$ cat config.mk
export PLATFORM = sky130hd
export DESIGN_NAME = gbba_ctrl
export DESIGN_NICKNAME = d
export VERILOG_FILES = /design/src/design/gbba_pkg.sv /design/src/design/gbba_ctrl.sv
export SDC_FILE = /design/constraint.sdc
export NUM_CORES = 1
export LEC_CHECK = 0
export ABC_AREA = 1
export BUFFER_PORTS_ARGS = -buffer_cell sky130_fd_sc_hd__buf_4
export CAP_MARGIN = 20
export CORE_MARGIN = 2
export CORE_UTILIZATION = 40
export CTS_BUF_LIST = sky130_fd_sc_hd__clkbuf_4 sky130_fd_sc_hd__clkbuf_8
export DETAILED_ROUTE_END_ITERATION = 7
export HOLD_SLACK_MARGIN = 0.06
export PLACE_DENSITY_LB_ADDON = 0.2
export SLEW_MARGIN = 20
export SYNTH_ARGS = -nofsm -noshare
export SYNTH_HDL_FRONTEND = slang
export SYNTH_SLANG_ARGS = --single-unit
$ cat constraint.sdc
create_clock -name i_clk -period 1.4 [get_ports i_clk]
set_input_delay 0.21 -clock i_clk [delete_from_list [all_inputs] [get_ports i_clk]]
set_output_delay 0.21 -clock i_clk [all_outputs]
set_load 0.02 [all_outputs]
$ cat src/design/gbba_pkg.sv
// Shared types and constants for the grouped bitmap block allocator.
// Holds field widths, result status codes and the controller/datapath command bundles.
// No dependencies.
`timescale 1ns / 1ps

package gbba_pkg;

    // Default geometry, used as parameter defaults on the top level.
    localparam int NUM_GROUPS_DEF   = 8;
    localparam int GROUP_BLOCKS_DEF = 1024;
    localparam int MAX_REQUEST_DEF  = 64;

    // Fixed field widths of the request, result and configuration channels and of the bitmap word.
    localparam int COUNT_W    = 7;
    localparam int BLOCK_W    = 14;
    localparam int STATUS_W   = 2;
    localparam int WORD_W     = 64;
    localparam int GIU_W      = 4;
    localparam int CFG_IDX_W  = 1;
    localparam int CFG_DATA_W = 4;

    typedef logic [STATUS_W-1:0] t_status;

    // Result status codes.
    localparam t_status ST_OK       = 2'd0;
    localparam t_status ST_NOSPACE  = 2'd1;
    localparam t_status ST_INVALID  = 2'd2;

    // Configuration register indexes.
    localparam logic [CFG_IDX_W-1:0] CFG_GROUPS_IN_USE    = 1'b0;
    localparam logic [CFG_IDX_W-1:0] CFG_FIRST_DATA_BLOCK = 1'b1;

    // Commands from the controller to the datapath.
    typedef struct packed {
        logic    load_in;
        logic    sum_clear;
        logic    sum_step;
        logic    div_step;
        logic    gi_inc;
        logic    gi_clr;
        logic    set_fit;
        logic    best_step;
        logic    set_best;
        logic    rd;
        logic    ld_word;
        logic    claim;
        logic    word_inc;
        logic    free_commit;
        logic    emit;
        t_status emit_st;
    } t_cmd;

    // Status from the datapath to the controller.
    typedef struct packed {
        logic cfg_wr;
        logic cfg_giu_wr;
        logic out_free;
        logic is_free;
        logic bad_count;
        logic nospace;
        logic free_bad;
        logic sum_last;
        logic rel_lt;
        logic gi_ge_giu;
        logic gi_last;
        logic fit;
        logic bit_set;
        logic has_free;
        logic left_one;
        logic take_one;
    } t_stat;

endpackage

$ cat src/design/gbba_ctrl.sv
// Controller state machine of the block allocator.
// Sequences checks, group scans, bitmap reads and claims. Depends on gbba_pkg.
`timescale 1ns / 1ps

module gbba_ctrl (
    input  logic           i_clk,
    input  logic           i_rst_n,
    input  logic           i_valid,
    output logic           o_stall,
    input  gbba_pkg::t_stat i_stat,
    output gbba_pkg::t_cmd  o_cmd
);
    import gbba_pkg::*;

    localparam logic [3:0] S_IDLE  = 4'd0;
    localparam logic [3:0] S_SUM   = 4'd1;
    localparam logic [3:0] S_CHECK = 4'd2;
    localparam logic [3:0] S_DIV   = 4'd3;
    localparam logic [3:0] S_WAIT  = 4'd4;
    localparam logic [3:0] S_FCHK  = 4'd5;
    localparam logic [3:0] S_EBAD  = 4'd6;
    localparam logic [3:0] S_ENOSP = 4'd7;
    localparam logic [3:0] S_EFOK  = 4'd8;
    localparam logic [3:0] S_FIND  = 4'd9;
    localparam logic [3:0] S_BEST  = 4'd10;
    localparam logic [3:0] S_SETB  = 4'd11;
    localparam logic [3:0] S_RD    = 4'd12;
    localparam logic [3:0] S_CLAIM = 4'd13;

    logic [3:0] r_state;
    logic [3:0] n_state;
    t_cmd       w_cmd;

    // Requests are taken only when idle and no configuration write is under way.
    assign o_stall = (r_state != S_IDLE) || i_stat.cfg_wr;

    // Next state and command decode.
    always_comb begin
        n_state       = r_state;
        w_cmd         = '0;
        w_cmd.emit_st = ST_OK;
        unique case (r_state)
            S_IDLE: begin
                if (i_stat.cfg_giu_wr) begin
                    w_cmd.sum_clear = 1'b1;
                    n_state         = S_SUM;
                end else if (i_valid && !o_stall) begin
                    w_cmd.load_in = 1'b1;
                    n_state       = S_CHECK;
                end
            end
            S_SUM: begin
                if (i_stat.cfg_giu_wr) begin
                    w_cmd.sum_clear = 1'b1;
                end else begin
                    w_cmd.sum_step = 1'b1;
                    if (i_stat.sum_last) begin
                        n_state = S_IDLE;
                    end
                end
            end
            S_CHECK: begin
                if (i_stat.is_free) begin
                    n_state = i_stat.free_bad ? S_EBAD : S_DIV;
                end else if (i_stat.bad_count) begin
                    n_state = S_EBAD;
                end else if (i_stat.nospace) begin
                    n_state = S_ENOSP;
                end else begin
                    n_state = S_FIND;
                end
            end
            S_DIV: begin
                if (i_stat.gi_ge_giu) begin
                    n_state = S_EBAD;
                end else if (i_stat.rel_lt) begin
                    w_cmd.rd = 1'b1;
                    n_state  = S_WAIT;
                end else begin
                    w_cmd.div_step = 1'b1;
                end
            end
            S_WAIT: begin
                w_cmd.ld_word = 1'b1;
                n_state       = i_stat.is_free ? S_FCHK : S_CLAIM;
            end
            S_FCHK: begin
                n_state = i_stat.bit_set ? S_EFOK : S_EBAD;
            end
            S_EBAD: begin
                if (i_stat.out_free) begin
                    w_cmd.emit    = 1'b1;
                    w_cmd.emit_st = ST_INVALID;
                    n_state       = S_IDLE;
                end
            end
            S_ENOSP: begin
                if (i_stat.out_free) begin
                    w_cmd.emit    = 1'b1;
                    w_cmd.emit_st = ST_NOSPACE;
                    n_state       = S_IDLE;
                end
            end
            S_EFOK: begin
                if (i_stat.out_free) begin
                    w_cmd.emit        = 1'b1;
                    w_cmd.free_commit = 1'b1;
                    n_state           = S_IDLE;
                end
            end
            S_FIND: begin
                if (i_stat.fit) begin
                    w_cmd.set_fit = 1'b1;
                    n_state       = S_RD;
                end else if (i_stat.gi_last) begin
                    w_cmd.gi_clr = 1'b1;
                    n_state      = S_BEST;
                end else begin
                    w_cmd.gi_inc = 1'b1;
                end
            end
            S_BEST: begin
                w_cmd.best_step = 1'b1;
                if (i_stat.gi_last) begin
                    n_state = S_SETB;
                end
            end
            S_SETB: begin
                w_cmd.set_best = 1'b1;
                n_state        = S_RD;
            end
            S_RD: begin
                w_cmd.rd = 1'b1;
                n_state  = S_WAIT;
            end
            S_CLAIM: begin
                if (!i_stat.has_free) begin
                    w_cmd.word_inc = 1'b1;
                    n_state        = S_RD;
                end else if (i_stat.out_free) begin
                    w_cmd.claim = 1'b1;
                    w_cmd.emit  = 1'b1;
                    if (i_stat.left_one) begin
                        n_state = S_IDLE;
                    end else if (i_stat.take_one) begin
                        w_cmd.gi_clr = 1'b1;
                        n_state      = S_BEST;
                    end
                end
            end
            default: begin
                n_state = S_IDLE;
            end
        endcase
    end

    assign o_cmd = w_cmd;

    // State register.
    always_ff @(posedge i_clk) begin
        if (!i_rst_n) begin
            r_state <= S_IDLE;
        end else begin
            r_state <= n_state;
        end
    end

endmodule

==> results of run 1 <==
## metrics by stage
step	setup WS [ns]	instance area (um2)	hold WS (ns)	setup TNS [ns]
2_1_floorplan	0.005905	721.9	0.3304	0
3_3_place_gp	-0.06201	1059	0.4603	-0.2632
3_5_place_dp	-0.1277	1059	0.4656	-0.6104
4_1_cts	-0.1904	1338	0.2135	-1.619
5_1_grt	-0.3531	1459	0.2379	-3.391
6_report	-0.2053	1459	0.2171	-2.149
## worst max-delay path, stage by stage, from the launching register on
cell and delay (ns):
dfxtp_4 0.38, inv_4 0.05, nor2_4 0.17, buf_4 0.15
nand3_1 0.10, o21ai_1 0.13, buf_4 0.17
## where the power goes
part	total, mW	switching, mW	internal [mW]
Combinational	2.06	1.18	0.887
Sequential	0.319	0.130	0.189
Clock	0.143	0.0471	0.0958
## path summary, 6_finish.rpt
kind	from	end	slack (ns)	depth (start not counted)
worst max register to register	r_state[1]$_SDFFE_PN0P_	r_state[3]$_SDFFE_PN0P_	-0.16	11
worst min register to register	r_state[2]$_SDFFE_PN0P_	r_state[2]$_SDFFE_PN0P_	0.57	2
worst min-delay path	i_rst_n	r_state[0]$_SDFFE_PN0P_	0.22	3
worst max-delay path	r_state[0]$_SDFFE_PN0P_	o_cmd[15]	-0.21	6
## area by class of cell
cell class / instances / area share (%)
Inverter: 24 / 6.690
Tap cell: 17 / 1.458
Timing Repair Buffer: 61 / 36.02
Multi-Input combinational cell: 106 / 47.77
Clock buffer: 3 / 1.544
Sequential cell: 4 / 6.518
## logic make-up after synthesis
logic type / synth area share, %
compound gates: 5.987
flops: 11.27
simple gates: 70.07
buf+inv: 12.68
## cell usage in the layout (no fill, tap or decap), types with 2 or more instances in the layout
| master | instances |
|---|---|
| inv_4 | 3 |
| nand2_1 | 14 |
| nand3_2 | 3 |
| nor2_2 | 8 |
| inv_2 | 9 |
| nand2_2 | 21 |
| or2_2 | 3 |
| buf_6 | 18 |
| inv_1 | 12 |
| nand3_1 | 11 |
| clkbuf_4 | 3 |
| nor3_1 | 3 |
| dfxtp_4 | 4 |
| o21ai_0 | 2 |
| nor2_4 | 12 |
| buf_4 | 43 |
| nor2_1 | 15 |
| nand2_4 | 4 |
## Yosys cell counts
cell	number	area [um2]
nand2_1	32	120.1
inv_1	20	75.07
a31oi_1	1	6.260
nand2_4	1	11.26
nand3_1	13	65.06
nand2_2	6	37.54
a211oi_1	1	7.510
nand4_1	1	6.260
nor2_2	7	43.79
or2_2	3	18.77
nor3_1	4	20.02
o21ai_0	4	20.02
nor2_1	25	93.84
a31o_2	1	8.760
nor2_8	1	20.02
nor2_4	3	33.78
nand3b_1	1	7.510
dfxtp_1	4	80.08
nand3_2	2	20.02
inv_2	4	15.01
## routing by layer
metal / vias to the layer above / track usage [%] / share of wire [%]
met4: 0 / 15.43 / 7.3
li1: 546 / - / -
met2: 87 / 50.56 / 51
met3: 31 / 1.961 / 6.1
met5: - / 0 / 0
met1: 560 / 31.40 / 36
## what timing repair did
action | CTS | global route
buffers inserted | 14 | 5
resized for setup | 53 | 27
pin swaps | 15 | 15
endpoints found under the setup margin | 21 | 22
==> reports/qor.yml, run 1 <==
final_layout:
  n_fill_cell: 84
  post-route-util_pct: 86.37
  regArea_um2: 95.09
  top_register: "r_state"
  final_layout_size_suffix_gt1_share_pct: 68.69
  largest_register_ffs: 4
  top_regs: "r_state: 4 flops"
  area_delta_synth_final_pct: 105.3
  final_cells: 215
  nets: 219
  multi_input_area_um2: 696.9
  num_antenna_cells: 0
cts:
  clkSinkCount: 4
  cts_buffers: 3
  cts_tree: "done"
  cts_hold_buf: 0
  insertion_delay_ns: 0.24
  cts_root_buffer: "clkbuf_4"
  cts-htree-levels: 1
  path_clk_slew_ns: 0.03
  cts_buffer_depth: 2
global_routing:
  grt_max_degree: 9
  grt_pass1_wl_um: 4243
  grt_pass1_vias: 979
  grt_usage_pct: 27.81
  overflow: 0
  antenna_found_initial: 0
floorplan:
  initial_core_util_pct: 42.07
  die-area_mm2: 0.002130
  die_h_um: 46.15
  core-area_mm2: 0.001689
  die_w_um: 46.15
  core.rowCount: 15
  ios: 37
job:
  drv_cap: 0
sta:
  slew_headroom_pct: 74.49
  worst_slack_ns: -0.2053
  setup_viol: 19
  period_share_pct: 114.7
  hold_viol: 0
  slew_viol_final: 0
  grt_setup_unrepaired: "true"
  finClkSkew_ns: 0.001337
  tightest_slew_ns: 0.3804
  max_freq_mhz: 622.9
  period_minus_slack_ns: 1.605
yosys:
  seq_area_frac_synth_pct: 11.27
  netlist_area_um2: 710.7
  syn_inst: 134
  syn_nets: 153
  yosys.cell_types.count: 20
  yosysWarnings: 0
  ys_ff_latch: 4
  avgSynthCellArea_um2: 5.304
detailed_routing:
  avgViaCountPerCell: 5.693
  drt_iter0_markers: 42
  dr_total_vias: 1224
  ant_nets: 0
  wl_per_cell_um: 16.30
  first_pass_iters: 4
  drc_errors: 0
  drt-total-wl_um: 3504
power:
  fin_total_pwr_mw: 2.524
  power.density_mw_per_mm2: 1730
  ir_drop_mv: 1.354
  p_leak_nw: 0.7848
placed_design:
  place_congestion: 0.9515
  placed_cells: 193
  port_buffers: 36
  dp_hpwl_um: 1811
critical_path:
  startpoint_type: "register"
  crit_path_max_fanout: 4
  cp-end-kind: "primary output"
  cp.arrival_ns: 1.40
  crit_type: "reg2out"
  crit_required_ns: 1.19
status:
  status: "complete, but fails checks"
  violations: "setup timing"
min_path:
  min_path_type: "in2reg"
Power figures use the tool's default switching activity.
==> run 2: changes to the inputs <==
PLACE_DENSITY = 0.75   (was not set)
PLACE_DENSITY_LB_ADDON = not set   (was 0.2)
==> reports/qor.yml, run 2 (synthesized netlist as in run 1, its figures left out) <==
status:
  status: "complete, but fails checks"
  violations: "setup timing"
power:
  ir_drop_mv: 1.488  # +9.9%
  fin_total_pwr_mw: 2.315  # -8.3%
  p_leak_nw: 0.7661  # -2.4%
  power.density_mw_per_mm2: 1640  # -5.2%
final_layout:
  nets: 216  # -1.4%
  num_antenna_cells: 0  # unchanged
  post-route-util_pct: 83.56  # -2.8 points
  area_delta_synth_final_pct: 98.59
  largest_register_ffs: 4  # unchanged
  top_regs: "r_state: 4 flops"
  final_layout_size_suffix_gt1_share_pct: 64.62  # -4.1 points
  layout_commonest_cell: "buf_4"
  stdcell_area_mm2: 0.001411  # -3.3%
  top_register: "r_state"
  mostFrequentLayoutCells: "buf_4 (43), nand2_1 (21), nand2_2 (15), nor2_1 (15), buf_6 (15)"
global_routing:
  antenna_found_initial: 0  # unchanged
  grt_pass1_wl_um: 4243  # unchanged
  grt_max_degree: 9  # unchanged
  overflow: 0  # unchanged
  grt_pass1_vias: 1076  # +9.9%
  grt_usage_pct: 27.71  # -0.10 points
sta:
  max_freq_mhz: 631.4  # +1.4%
  worst_slack_ns: -0.1838  # +0.02154 ns
  slew_viol_final: 0  # unchanged
  slew_headroom_pct: 71.86  # -2.6 points
  period_minus_slack_ns: 1.584  # -0.02154 ns
  setup_viol: 20  # +1
  hold_viol: 0  # unchanged
  tightest_slew_ns: 0.4195  # +0.03909 ns
  finClkSkew_ns: 0.003128  # +0.001791 ns
  period_share_pct: 113.1  # -1.5 points
  whs_ns: 0.2333  # +0.01615 ns
  grt_setup_unrepaired: "true"
detailed_routing:
  ant_nets: 0  # unchanged
  first_pass_iters: 5  # +1
  drc_errors: 0  # unchanged
  avgViaCountPerCell: 5.519  # -3.1%
  wl_per_cell_um: 14.81  # -9.1%
  routed-wl-met2_um: 1703  # -4.9%
  met1_length_um: 1147  # -7.9%
  dr_wl_met3_um: 217  # +2.4%
  drt_iter0_markers: 52  # +24%
  highest_layer: "met4"
  dr_total_vias: 1170  # -4.4%
  drt-total-wl_um: 3139  # -10%
cts:
  path_clk_slew_ns: 0.04  # about the same
  cts_hold_buf: 0  # unchanged
  cts_buffer_depth: 2  # unchanged
  clkSinkCount: 4  # unchanged
  insertion_delay_ns: 0.23  # about the same
  cts-htree-levels: 1  # unchanged
  cts_tree: "done"
  cts_buffers: 3  # unchanged
  cts_root_buffer: "clkbuf_4"
floorplan:
  core.rowCount: 15  # unchanged
  die_h_um: 46.15  # unchanged
  ios: 37  # unchanged
  die_w_um: 46.15  # unchanged
  core-area_mm2: 0.001689  # unchanged
  initial_core_util_pct: 42.07  # unchanged
  die-area_mm2: 0.002130  # unchanged
critical_path:
  startpoint_type: "register"
  path_delay_family: "simple AND/OR/NAND/NOR gates"
  crit_type: "reg2reg"
  slowest_stage: "dfxtp_4"
  crit_path_max_fanout: 4  # unchanged
  critPathBufInv: 3  # unchanged
  crit_required_ns: 1.53  # +0.34 ns
  cp_slowest_stage_delay_ns: 0.38  # about the same
  crit_chain: "buf_4, buf_6, nor2_4, nand2_2, buf_4, nand2_1, a211oi_1, nand2_2, nand2_1, nor2_2"
  cp.arrival_ns: 1.71  # +0.31 ns
  cp-end-kind: "register"
placed_design:
  place_area_mm2: 0.001059  # unchanged
  port_buffers: 36  # unchanged
  dp_hpwl_um: 1904  # +5.1%
  place_congestion: 0.8957  # -5.9%
  preCtsSetupSlack_ns: -0.1029  # +0.02487 ns
job:
  drv_cap: 0  # unchanged
min_path:
  min_path_type: "in2reg"
## run 2: cell count changes in the layout (fill, tap and decap cells not counted), sizes merged
cell / before / now
buf: 61 / 58
## run 2: where the power goes
| group | internal [mW] | switching (mW) | leakage [nW] | total [mW] |
|---|---|---|---|---|
| Combinational | 0.774 | 1.09 | 0.717 | 1.86 |
| Sequential | 0.189 | 0.125 | 0.0357 | 0.315 |
| Clock | 0.0956 | 0.0430 | 0.0138 | 0.139 |
## run 2: tightest hold or removal path, cell delays in order
cell and delay (ns):
buf_4 0.13, nand2_1 0.06, nor2_1 0.03
## run 2: per-stage QoR
| stage | setup TNS [ns] | cells |
|---|---|---|
| floorplan | 0 | 134 |
| global placement | -0.2299 | 193 |
| detailed placement | -0.4599 | 193 |
| CTS | -1.421 | 207 |
| global route | -3.393 | 212 |
| finish | -2.157 | 212 |
## run 2: final timing paths
path / cells past startpoint / slack (ns) / endpoint / start
setup / recovery: 10 / -0.18 / r_state[0]$_SDFFE_PN0P_ / r_state[0]$_SDFFE_PN0P_
hold / removal: 3 / 0.23 / r_state[2]$_SDFFE_PN0P_ / i_rst_n
setup reg to reg: 10 / -0.18 / r_state[0]$_SDFFE_PN0P_ / r_state[0]$_SDFFE_PN0P_
hold reg to reg: 2 / 0.55 / r_state[2]$_SDFFE_PN0P_ / r_state[2]$_SDFFE_PN0P_
## run 2: repair_timing
action	4_1_cts	5_1_grt
gates resized for setup	47	21
cloned	0	0
hold endpoints to repair	0	0
setup buffers	11	5
setup endpoints to repair	21	22
pin swaps	8	9
## run 2: layout make-up
class,count,area (um2)
Multi-Input combinational cell,106,685.7
Sequential cell,4,95.09
Inverter,24,95.09
Fill cell,94,277.8
Clock buffer,3,22.52
Timing Repair Buffer,58,491.7
Tap cell,17,21.27
## run 2: metal layers
layer	track usage, %	vias to the layer above
met1	30.86	552
li1	-	542
met2	49.72	66
met4	16.00	0
met3	3.137	10
met5	0	-
==> run 3: changes to the inputs <==
PLACE_DENSITY = 0.78   (was 0.75)
clock period = 1.34 ns   (was 1.4 ns; I/O delays follow)
==> reports/qor.yml, run 3 (synthesized netlist as in run 1, its figures left out) <==
floorplan:
  die_h_um: 46.15  # unchanged
  initial_core_util_pct: 42.07  # unchanged
  ios: 37  # unchanged
  die-area_mm2: 0.002130  # unchanged
  core-area_mm2: 0.001689  # unchanged
  core.rowCount: 15  # unchanged
  die_w_um: 46.15  # unchanged
critical_path:
  cp.arrival_ns: 1.36  # -0.35 ns
  crit_type: "reg2out"
  reg2reg_to: "r_state[0]$_SDFFE_PN0P_"
  cp-end-kind: "primary output"
  cp-startpoint: "r_state[2]$_SDFFE_PN0P_"
  reg2reg_depth: 11  # +1
  crit_path_max_fanout: 5  # +1
  startpoint_type: "register"
  endpoint: "o_cmd[11]"
  rrSetupSlack_ns: -0.19  # about the same
  regToRegStartpoint: "r_state[2]$_SDFFE_PN0P_"
  crit_required_ns: 1.14  # -0.39 ns
min_path:
  hold_start: "i_rst_n"
  min_path_type: "in2reg"
cts:
  cts_root_buffer: "clkbuf_4"
  path_clk_slew_ns: 0.04  # about the same
  insertion_delay_ns: 0.24  # about the same
  cts_buffers: 3  # unchanged
  cts-htree-levels: 1  # unchanged
  clkSinkCount: 4  # unchanged
  cts_buffer_depth: 2  # unchanged
  cts_tree: "done"
global_routing:
  overflow: 0  # unchanged
  antenna_found_initial: 0  # unchanged
  grt_pass1_wl_um: 3795  # -11%
  grt_max_degree: 9  # unchanged
  grt_pass1_vias: 918  # -15%
  grt_usage_pct: 24.78  # -2.9 points
final_layout:
  top_regs: "r_state: 4 flops"
  final_layout_size_suffix_gt1_share_pct: 61.05  # -3.6 points
  stdcell_area_mm2: 0.001329  # -5.9%
  area_delta_synth_final_pct: 86.97
  n_fill_cell: 107  # +14%
  top_register: "r_state"
  largest_register_ffs: 4  # unchanged
  post-route-util_pct: 78.67  # -4.9 points
  num_antenna_cells: 0  # unchanged
  layout_commonest_cell: "buf_4"
  mostFrequentLayoutCells: "buf_4 (44), nand2_1 (23), inv_1 (17)"
  nets: 211  # -2.3%
placed_design:
  port_buffers: 36  # unchanged
  dp_hpwl_um: 1959  # +2.9%
  place_congestion: 0.8815  # -1.6%
  place_area_mm2: 0.001079  # +1.9%
detailed_routing:
  drt-total-wl_um: 2929  # -6.7%
  avgViaCountPerCell: 5.594  # +1.4%
  drc_errors: 0  # unchanged
  dr_total_vias: 1158  # -1.0%
  ant_nets: 0  # unchanged
  drt_iter0_markers: 38  # -27%
  first_pass_iters: 4  # -1
  wl_per_cell_um: 14.15  # -4.4%
sta:
  tightest_slew_ns: 0.3671  # -0.05243 ns
  grt_setup_unrepaired: "true"
  fin_setup_tns_ns: -3.320  # -1.163 ns
  hold_viol: 0  # unchanged
  worst_slack_ns: -0.2186  # -0.03477 ns
  slew_viol_final: 0  # unchanged
  finClkSkew_ns: 0.001348  # -0.001780 ns
  whs_ns: 0.2120  # -0.02127 ns
  period_minus_slack_ns: 1.559
  period_share_pct: 116.3
  slew_headroom_pct: 75.38  # +3.5 points
  max_freq_mhz: 641.6
  setup_viol: 22  # +10%
status:
  status: "complete, but fails checks"
  violations: "setup timing"
power:
  fin_total_pwr_mw: 2.329  # +0.62%
  ir_drop_mv: 1.197  # -20%
  p_leak_nw: 0.7356  # -4.0%
  power.density_mw_per_mm2: 1753  # +6.9%
job:
  drv_cap: 0  # unchanged
## run 3: cell count changes in the layout (fill, tap and decap cells not counted), sizes merged
cell  previous run  this run
buf             58        53
## run 3: worst min-delay path by stage
stage                                         end  depth (start not counted)
final                     r_state[3]$_SDFFE_PN0P_                          3
after global routing      r_state[2]$_SDFFE_PN0P_                          3
after CTS                 r_state[0]$_SDFFE_PN0P_                          3
after detailed placement  r_state[0]$_SDFFE_PN0P_                          3
after global placement    r_state[1]$_SDFFE_PN0P_                          3
after floorplan           r_state[2]$_SDFFE_PN0P_                          2
## run 3: routing by layer
metal	global-route usage (%)	up-vias	share of wire [%]
met2	42.22	84	50
met5	0	-	0
met3	3.922	27	8.5
met1	27.91	517	35
met4	16.57	0	6.0
li1	-	530	-
## run 3: stage by stage
step / instances / setup WS, ns
detailed placement: 195 / -0.1203
CTS: 201 / -0.1986
global route: 207 / -0.2697
finish: 207 / -0.2186
global placement: 195 / -0.09948
floorplan: 134 / -0.008591
## run 3: report_power, final
group	internal, mW	switching [mW]
combinational	0.778	1.09
sequential	0.197	0.113
clock	0.100	0.0482
## run 3: area by class of cell
class                           count  area, um2  area share, %
Timing Repair Buffer               53      431.7          32.49
Inverter                           24      95.09          7.156
Tap cell                           17      21.27          1.601
Clock buffer                        3      22.52          1.695
Sequential cell                     4      95.09          7.156
Multi-Input combinational cell    106      663.1          49.91
## run 3: timing repair
item                                    4_1_cts  5_1_grt
gates resized for setup                      17       35
endpoints found under the setup margin       22       22
buffers inserted                              3        6
pin swaps                                     3       11
hold buffers                                  0        0
## run 3: worst max-delay path, stage by stage (launching register included)
cell and delay, ns:
dfxtp_4 0.39, nand2_2 0.10, inv_1 0.12, nand3_4 0.10, nor2_4 0.14, nand3_2 0.07
o21ai_2 0.07, buf_6 0.13
